`config.mk`:
```
export PLATFORM = sky130hd
export DESIGN_NAME = pid_current_regulator_top
export DESIGN_NICKNAME = d
export VERILOG_FILES = /design/src/rtl/pcr_pkg.sv /design/src/rtl/pid_current_regulator_top.sv
export SDC_FILE = /design/constraint.sdc
export NUM_CORES = 2
export LEC_CHECK = 0
export BUFFER_PORTS_ARGS = -buffer_cell sky130_fd_sc_hd__buf_2
export CORE_MARGIN = 2
export CORE_UTILIZATION = 30
export CTS_BUF_LIST = sky130_fd_sc_hd__clkbuf_2
export DETAILED_ROUTE_END_ITERATION = 6
export GPL_TIMING_DRIVEN = 0
export HOLD_SLACK_MARGIN = 0.02
export PLACE_DENSITY = 0.51
export SETUP_SLACK_MARGIN = 0.15
export SYNTH_ARGS = -nofsm -noshare
export SYNTH_HDL_FRONTEND = slang
export SYNTH_SLANG_ARGS = --single-unit
```
`constraint.sdc`:
```
create_clock -name clk -period 20.7 [get_ports clk]
set_clock_uncertainty 0.2 [all_clocks]
set_input_delay 0 -clock clk [delete_from_list [all_inputs] [get_ports clk]]
set_output_delay 0 -clock clk [all_outputs]
set_load 0.05 [all_outputs]
```
`src/rtl/pcr_pkg.sv`:
```
`timescale 1ns / 1ps
`default_nettype none

package pcr_pkg;

  localparam int ADC_BITS   = 10;
  localparam int CORR_LIMIT = 30;
  localparam int FRAC_BITS  = 16;
  localparam int ACC_W      = 50;
  localparam int CORR_W     = 24;
  localparam int CARRY_W    = 17;
  localparam int DELAY_W    = 16;
  localparam int CORR_OUT_W = 6;
  localparam int CFG_IDX_W  = 3;
  localparam int CFG_DATA_W = 32;
  localparam int IN_DATA_W  = 32;
  localparam int OUT_DATA_W = 56;
  localparam int IN_USER_W  = 2;

  localparam logic signed [63:0] SAT32_MAX = 64'sh0000_0000_7FFF_FFFF;
  localparam logic signed [63:0] SAT32_MIN = 64'shFFFF_FFFF_8000_0000;

  typedef enum logic [1:0] {
    FUNC_SAMPLE  = 2'd0,
    FUNC_CLEAR   = 2'd1,
    FUNC_RESTART = 2'd2,
    FUNC_UNUSED  = 2'd3
  } func_t;

  typedef enum logic [CFG_IDX_W-1:0] {
    REG_GAIN_P      = 3'd0,
    REG_GAIN_I      = 3'd1,
    REG_GAIN_D      = 3'd2,
    REG_THRESHOLD   = 3'd3,
    REG_SETPOINT    = 3'd4,
    REG_CAL_AMPS    = 3'd5,
    REG_CAL_ADC     = 3'd6,
    REG_SLOPE       = 3'd7
  } reg_idx_t;

  typedef enum logic [14:0] {
    ST_IDLE     = 15'b000000000000001,
    ST_MUL_AMPS = 15'b000000000000010,
    ST_AMPS     = 15'b000000000000100,
    ST_ERR      = 15'b000000000001000,
    ST_INTEG    = 15'b000000000010000,
    ST_DERIV    = 15'b000000000100000,
    ST_MUL_P    = 15'b000000001000000,
    ST_ACC_P    = 15'b000000010000000,
    ST_MUL_I    = 15'b000000100000000,
    ST_ACC_I    = 15'b000001000000000,
    ST_MUL_D    = 15'b000010000000000,
    ST_ACC_D    = 15'b000100000000000,
    ST_CLAMP    = 15'b001000000000000,
    ST_CORR     = 15'b010000000000000,
    ST_DONE     = 15'b100000000000000
  } state_t;

  function automatic logic signed [31:0] sat32(input logic signed [63:0] v);
    logic signed [31:0] r;
    if (v > SAT32_MAX) begin
      r = 32'sh7FFF_FFFF;
    end else if (v < SAT32_MIN) begin
      r = 32'sh8000_0000;
    end else begin
      r = v[31:0];
    end
    return r;
  endfunction

endpackage

`default_nettype wire

```
`src/rtl/pid_current_regulator_top.sv`:
```
`timescale 1ns / 1ps
`default_nettype none

// PID current regulator with conditional integration. Each input word carries an
// ADC reading and the present triac delay; a sample word (func 0) returns the
// updated delay, the integer correction, the calibrated current and the
// integration flag, while clear (1) and restart (2) words reset the loop state
// and echo the delay. A sample passes through the sequencer, which runs the
// calibration and the three gain products through one shared 32x32 multiplier,
// before it reaches the result register; a clear or restart word goes straight
// to it. A new word is taken only once the last one is in the output register.
// Input is taken only while the sequencer is idle; a finished result waits in
// the output register without holding the input back. Gains, setpoint and
// calibration are Q16.16 and are to be written through the cfg port only while
// no word is in flight; the block itself does not enforce this.
module pid_current_regulator_top (
  input  wire                               clk,
  input  wire                               rst,
  input  wire                               s_tvalid,
  output logic                              s_tready,
  input  wire  [pcr_pkg::IN_DATA_W-1:0]     s_tdata,   // adc_sample, current_delay
  input  wire  [pcr_pkg::IN_USER_W-1:0]     s_tuser,   // func
  output logic                              m_tvalid,
  input  wire                               m_tready,
  output logic [pcr_pkg::OUT_DATA_W-1:0]    m_tdata,   // new_delay, correction,
                                                       // measured_amps, integrating
  input  wire                               cfg_en,
  input  wire  [pcr_pkg::CFG_IDX_W-1:0]     cfg_index,
  input  wire  [pcr_pkg::CFG_DATA_W-1:0]    cfg_data
);
  import pcr_pkg::*;

  localparam logic signed [ACC_W-1:0] CORR_MAX = ACC_W'(CORR_LIMIT) <<< FRAC_BITS;
  localparam logic signed [ACC_W-1:0] CORR_MIN = -CORR_MAX;

  logic signed [31:0]          gain_p, gain_i, gain_d;
  logic        [30:0]          error_threshold;
  logic signed [31:0]          setpoint_amps, cal_low_amps, amps_per_count;
  logic        [ADC_BITS-1:0]  cal_low_adc;

  logic signed [31:0]          error_integral, previous_error;
  logic                        has_started;
  logic signed [CARRY_W-1:0]   carry_fraction;

  state_t                      state;
  logic        [ADC_BITS-1:0]  adc;
  logic signed [DELAY_W-1:0]   delay_in;
  logic signed [31:0]          amps, err, deriv;
  logic signed [63:0]          prod;
  logic signed [ACC_W-1:0]     acc;
  logic signed [CORR_W-1:0]    clamped;

  logic signed [DELAY_W-1:0]   res_delay;
  logic signed [CORR_OUT_W-1:0] res_corr;
  logic signed [31:0]          res_amps;
  logic                        res_integ;

  logic signed [ADC_BITS:0]    adc_diff;
  logic signed [31:0]          mul_a, mul_b;
  logic signed [63:0]          amps_sum;
  logic signed [32:0]          err_diff, int_sum, der_diff;
  logic        [32:0]          err_abs;
  logic                        integ_hit;
  logic signed [ACC_W-1:0]     term;
  logic signed [ACC_W-1:0]     acc_clamped;
  logic signed [CORR_W-1:0]    corr;
  logic                        corr_round;
  logic signed [CORR_W-FRAC_BITS-1:0] corr_int;
  logic signed [DELAY_W:0]     delay_sum;
  logic signed [DELAY_W-1:0]   delay_sat;
  logic                        in_fire, out_free;
  func_t                       in_func;

  assign s_tready = (state == ST_IDLE);
  assign in_fire  = s_tvalid && s_tready;
  assign out_free = !m_tvalid || m_tready;
  assign in_func  = func_t'(s_tuser[1:0]);

  assign adc_diff = $signed({1'b0, adc}) - $signed({1'b0, cal_low_adc});

  always_comb begin
    case (state)
      ST_MUL_AMPS: begin
        mul_a = amps_per_count;
        mul_b = {{(32-ADC_BITS-1){adc_diff[ADC_BITS]}}, adc_diff};
      end
      ST_MUL_P: begin
        mul_a = gain_p;
        mul_b = err;
      end
      ST_MUL_I: begin
        mul_a = gain_i;
        mul_b = error_integral;
      end
      ST_MUL_D: begin
        mul_a = gain_d;
        mul_b = deriv;
      end
      default: begin
        mul_a = '0;
        mul_b = '0;
      end
    endcase
  end

  assign amps_sum  = {{32{cal_low_amps[31]}}, cal_low_amps} + prod;
  assign err_diff  = {amps[31], amps} - {setpoint_amps[31], setpoint_amps};
  assign err_abs   = err[31] ? 33'(-{err[31], err}) : {err[31], err};
  assign integ_hit = err_abs < {2'b00, error_threshold};
  assign int_sum   = {error_integral[31], error_integral} + {err[31], err};
  assign der_diff  = {err[31], err} - {previous_error[31], previous_error};
  assign term      = {{(ACC_W-48){prod[63]}}, prod[63:FRAC_BITS]};

  always_comb begin
    if (acc > CORR_MAX) begin
      acc_clamped = CORR_MAX;
    end else if (acc < CORR_MIN) begin
      acc_clamped = CORR_MIN;
    end else begin
      acc_clamped = acc;
    end
  end

  assign corr       = clamped + {{(CORR_W-CARRY_W){carry_fraction[CARRY_W-1]}}, carry_fraction};
  assign corr_round = corr[CORR_W-1] && (|corr[FRAC_BITS-1:0]);
  assign corr_int   = corr[CORR_W-1:FRAC_BITS]
                    + {{(CORR_W-FRAC_BITS-1){1'b0}}, corr_round};
  assign delay_sum  = {delay_in[DELAY_W-1], delay_in}
                    + {{(DELAY_W+1-(CORR_W-FRAC_BITS)){corr_int[CORR_W-FRAC_BITS-1]}},
                       corr_int};

  always_comb begin
    if (delay_sum[DELAY_W] != delay_sum[DELAY_W-1]) begin
      delay_sat = delay_sum[DELAY_W] ? {1'b1, {(DELAY_W-1){1'b0}}}
                                     : {1'b0, {(DELAY_W-1){1'b1}}};
    end else begin
      delay_sat = delay_sum[DELAY_W-1:0];
    end
  end

  always_ff @(posedge clk) begin
    if (rst) begin
      state           <= ST_IDLE;
      m_tvalid        <= 1'b0;
      gain_p          <= -32'sd32440;
      gain_i          <= '0;
      gain_d          <= '0;
      error_threshold <= 31'd327680;
      setpoint_amps   <= '0;
      cal_low_amps    <= '0;
      cal_low_adc     <= '0;
      amps_per_count  <= '0;
      error_integral  <= '0;
      previous_error  <= '0;
      has_started     <= 1'b0;
      carry_fraction  <= '0;
    end else begin
      if (cfg_en) begin
        case (reg_idx_t'(cfg_index))
          REG_GAIN_P:    gain_p          <= cfg_data;
          REG_GAIN_I:    gain_i          <= cfg_data;
          REG_GAIN_D:    gain_d          <= cfg_data;
          REG_THRESHOLD: error_threshold <= cfg_data[30:0];
          REG_SETPOINT:  setpoint_amps   <= cfg_data;
          REG_CAL_AMPS:  cal_low_amps    <= cfg_data;
          REG_CAL_ADC:   cal_low_adc     <= cfg_data[ADC_BITS-1:0];
          REG_SLOPE:     amps_per_count  <= cfg_data;
          default: ;
        endcase
      end

      if (m_tvalid && m_tready && (state != ST_DONE)) begin
        m_tvalid <= 1'b0;
      end

      case (state)
        ST_IDLE: begin
          if (in_fire) begin
            adc       <= s_tdata[ADC_BITS-1:0];
            delay_in  <= s_tdata[ADC_BITS +: DELAY_W];
            res_delay <= s_tdata[ADC_BITS +: DELAY_W];
            res_corr  <= '0;
            res_amps  <= '0;
            res_integ <= 1'b0;
            case (in_func)
              FUNC_SAMPLE: begin
                state <= ST_MUL_AMPS;
              end
              FUNC_CLEAR, FUNC_RESTART: begin
                error_integral <= '0;
                previous_error <= '0;
                carry_fraction <= '0;
                if (in_func == FUNC_RESTART) begin
                  has_started <= 1'b0;
                end
                state <= ST_DONE;
              end
              default: begin
                state <= ST_DONE;
              end
            endcase
          end
        end
        ST_MUL_AMPS: begin
          prod  <= mul_a * mul_b;
          state <= ST_AMPS;
        end
        ST_AMPS: begin
          amps  <= sat32(amps_sum);
          state <= ST_ERR;
        end
        ST_ERR: begin
          err      <= sat32({{31{err_diff[32]}}, err_diff});
          res_amps <= amps;
          state    <= ST_INTEG;
        end
        ST_INTEG: begin
          res_integ <= integ_hit;
          if (integ_hit) begin
            error_integral <= sat32({{31{int_sum[32]}}, int_sum});
          end else begin
            error_integral <= '0;
          end
          state <= ST_DERIV;
        end
        ST_DERIV: begin
          if (has_started) begin
            deriv <= sat32({{31{der_diff[32]}}, der_diff});
          end else begin
            deriv <= '0;
          end
          has_started    <= 1'b1;
          previous_error <= err;
          state          <= ST_MUL_P;
        end
        ST_MUL_P: begin
          prod  <= mul_a * mul_b;
          state <= ST_ACC_P;
        end
        ST_ACC_P: begin
          acc   <= term;
          state <= ST_MUL_I;
        end
        ST_MUL_I: begin
          prod  <= mul_a * mul_b;
          state <= ST_ACC_I;
        end
        ST_ACC_I: begin
          acc   <= acc + term;
          state <= ST_MUL_D;
        end
        ST_MUL_D: begin
          prod  <= mul_a * mul_b;
          state <= ST_ACC_D;
        end
        ST_ACC_D: begin
          acc   <= acc + term;
          state <= ST_CLAMP;
        end
        ST_CLAMP: begin
          clamped <= acc_clamped[CORR_W-1:0];
          state   <= ST_CORR;
        end
        ST_CORR: begin
          carry_fraction <= {corr_round, corr[FRAC_BITS-1:0]};
          res_corr       <= corr_int[CORR_OUT_W-1:0];
          res_delay      <= delay_sat;
          state          <= ST_DONE;
        end
        ST_DONE: begin
          if (out_free) begin
            m_tdata  <= {1'b0, res_integ, res_amps, res_corr, res_delay};
            m_tvalid <= 1'b1;
            state    <= ST_IDLE;
          end
        end
        default: begin
          state <= ST_IDLE;
        end
      endcase
    end
  end

`ifndef SYNTHESIS
  a_sample_starts: assert property (@(posedge clk) disable iff (rst)
    in_fire && (in_func == FUNC_SAMPLE) |=> state == ST_MUL_AMPS)
    else $error("sample word did not start the sequencer");

  a_other_done: assert property (@(posedge clk) disable iff (rst)
    in_fire && (in_func != FUNC_SAMPLE) |=> state == ST_DONE)
    else $error("non-sample word did not go straight to result");

  a_carry_range: assert property (@(posedge clk) disable iff (rst)
    carry_fraction != {1'b1, {(CARRY_W-1){1'b0}}})
    else $error("carried fraction reached one");

  a_result_load: assert property (@(posedge clk) disable iff (rst)
    (state == ST_DONE) && out_free |=> m_tvalid && (state == ST_IDLE))
    else $error("result not loaded into output register");

  a_started_rise: assert property (@(posedge clk) disable iff (rst)
    $rose(has_started) |-> $past(state == ST_DERIV))
    else $error("has_started set outside a sample");
`endif

endmodule

`default_nettype wire

```
==> reports/results.ini <==
[placement]
post-dp-hpwl_microns = 251700
placed_area_sq_um = 81780
gp_congestion = 1.029
io_buffers = 111
pre_cts_ws_ns = 5.697
placed_cells = 12010

[cts]
root_buffer = clkbuf_2
numCtsBuffers = 189
cts_tree = built
cts.path.max_buffers = 3
cts_htree_levels = 4
cts_resized = 0
cts.sinks = 701
path_clk_slew_ns = 0.10
clock_latency_ns = 1.71

[global_routing]
grt-ovfl-total = 0
grt_max_degree = 35
grt_pass1_wl_microns = 454400
grt_pass1_vias = 66620
grtUsageTotal_pct = 24.27
antenna_found_initial = 18

[cells_and_area]
largest_register = prod
nets = 10810
post-route-util_pct = 34.51
largest_register_ffs = 64
instances_no_fill = 12690
fin_area_sq_um = 86910
fillers = 26240
drive_gt1_share_pct = 6.518
syn_to_final_growth_pct = 14.17
reg.largest.list = prod (64), m_tdata (55), acc (50)

[detailed_routing]
wl_microns = 314300
via_per_inst = 5.186
first_pass_iters = 6
drtIter0Drc = 5951
num_vias = 65810
drcViolationCount = 0
ant_nets = 0
wl_per_cell_microns = 24.76

[synth]
syn_area_sq_um = 76130
ys_async_sr_fraction_pct = 0
synth_top_cells_by_count = nand2_1 (1332), inv_1 (1227), fa_1 (1090)
seq_area_frac_synth_pct = 23.30
synthTopCellsByArea = fa_1 (29%), edfxtp_1 (15%), dfxtp_1 (8.7%), ha_1 (7.8%), nand2_1 (6.6%)
synth_cell_types = 100
synth_top_area_cell = fa_1
ys.flop_type = edfxtp_1
synth_cells = 8496
ys_ff_latch = 701
synthDominantCellAreaShare_pct = 28.66
synth_nets = 10140
yosys_warnings = 0
yosys.cell_count.top_type = nand2_1
synth.avg_cell_area_sq_um = 8.960
synth_edf_count = 370

[floorplanning]
io_pins = 132
fp.dieArea_sq_um = 257800
die_y_microns = 507.7
core_area_sq_um = 251900
initial_core_util_pct = 30.23
die_w_microns = 507.7
num_rows = 184

[timing]
setup_viol = 0
final_max_slew_viol_count = 21
tightest_slew_ns = 1.520
tns_ns = 0
fin_crit_ns = 15.50
timing.final.crit_share_pct = 74.86
rsz0062_at_grt = no
holdWs_ns = 0.1485
max_freq_ghz = 0.06453
final_hold_viol_count = 0
slew_headroom_pct = -1.366
fin_ws_ns = 5.203

[critical_path]
cp_slowest_cell = nor3b_1
path_common_cell = fa_1
max_stage_delay_ns = 1.02
cp_data_arrival_time_ns = 16.73
cp-end-kind = flop
cp_max_fo = 10
required_ns = 21.94
path_class = reg2reg
cp_num_buf_inv = 7
worstSetupStartpointType = flop
path_delay_family = adder cells

[power_and_ir_drop]
leakagePower_nw = 37.37
p_clk_share_pct = 37.7
total_power_mw = 2.849
p_sw_share_pct = 29.74
power_per_cell_area_nw_per_um2 = 32.78
combPwrFrac_pct = 9.9
power_frac_seq_pct = 52.4
power.internal_mw = 2.001
ir_worst_vdd_mv = 0.05146
p_sw_mw = 0.8472

[status]
run_status = finished with violations
violations = max-capacitance violations, max-slew violations

[flow_run]
maxCapViolCount = 2

[min_path]
hold_class = reg2reg

[path summary, 6_finish.rpt]
| path | start | end | slack [ns] | cells after the start |
|---|---|---|---|---|
| setup / recovery | state[1]$_SDFFE_PP0P_ | prod[59]$_DFFE_PP_ | 5.20 | 36 |
| hold / removal | res_amps[4]$_SDFFCE_PP0P_ | m_tdata[26]$_DFFE_PP_ | 0.15 | 0 |
| setup reg to reg | state[1]$_SDFFE_PP0P_ | prod[59]$_DFFE_PP_ | 5.20 | 36 |
| hold reg to reg | res_amps[4]$_SDFFCE_PP0P_ | m_tdata[26]$_DFFE_PP_ | 0.15 | 0 |
[power by group through the flow]
stage                     registers (mW)  logic (mW)  clock network [mW]
after floorplan                     1.53       0.120                   0
after CTS                           1.49       0.275                1.11
after global routing                1.50       0.298                1.18
after detailed placement            1.52       0.228                   0
final                               1.49       0.283                1.07
after global placement              1.52       0.220                   0
[kinds of logic (layout without fill, tap and decap cells)]
family	count (synthesis)	in the layout	share of synthesized area, %
buffers and inverters	1638	2470	8.170
AND/OR/NAND/NOR	2684	2684	15.14
other	1	16	0.004926
multiplexers	9	9	0.1249
AO/OA/AOI/OAI	1557	1557	12.85
adder cells (fa/ha/maj)	1574	1574	36.59
XOR/XNOR	332	332	3.820
flip-flops	701	701	23.30
[what timing repair did]
action                                 4_1_cts  5_1_grt
buffers inserted                             0        0
hold buffers                               318        0
endpoints found under the hold margin      642        0
[routing by layer]
metal	share of wire (%)	vias to the layer above	GRT usage, %
li1	-	29120	-
met2	44	2958	37.77
met5	0.081	-	0.7037
met4	5.6	4	11.94
met3	8.9	628	5.224
met1	41	33100	31.80
[worst register-to-register path, delay by kind of cell, from the launching register on]
kind / cells / cell delay, ns
compound gates: 8 / 2.45
simple gates: 11 / 4.05
flops: 1 / 0.36
xor+xnor: 1 / 0.49
buf+inv: 7 / 3.27
fa+ha+maj: 9 / 4.51
[area by class of cell]
class	instances	area [sq um]	share of cell area, %
clock inverters	66	415.4	0.4780
flip-flops and latches	701	17740	20.41
clock buffers	282	1411	1.624
multi-input cells	6157	52470	60.37
plain buffers	409	1608	1.850
inverters	1229	4613	5.308
diodes	15	37.54	0.04319
repair buffers	484	4432	5.099
well taps	3348	4189	4.820
[placed cells by master (no fill, tap or decap), types with 30 or more instances in the layout]
master and n:
a21o_1 166, clkinv_1 45, nand3_1 132, a21oi_1 604, dfxtp_1 330, a22o_1 38, a22oi_1 39, dlygate4sd3_1 310
clkbuf_2 294, nand3b_1 30, ha_1 476, nand2b_1 44, buf_2 126, xor2_1 121, a31oi_1 34, fa_1 1090
nand2_1 1332, inv_1 1227, nor3_1 48, nor2b_1 56, o21a_1 46, nor2_1 744, nor4_1 30, o21ai_1 34
and2_1 71, o21bai_1 49, a221o_1 39, and3_1 30, nand4_1 66, o21ai_0 269, xnor2_1 211, edfxtp_1 370
clkbuf_1 369, a211oi_1 31
No activity file was read; power rests on OpenSTA's default activity.
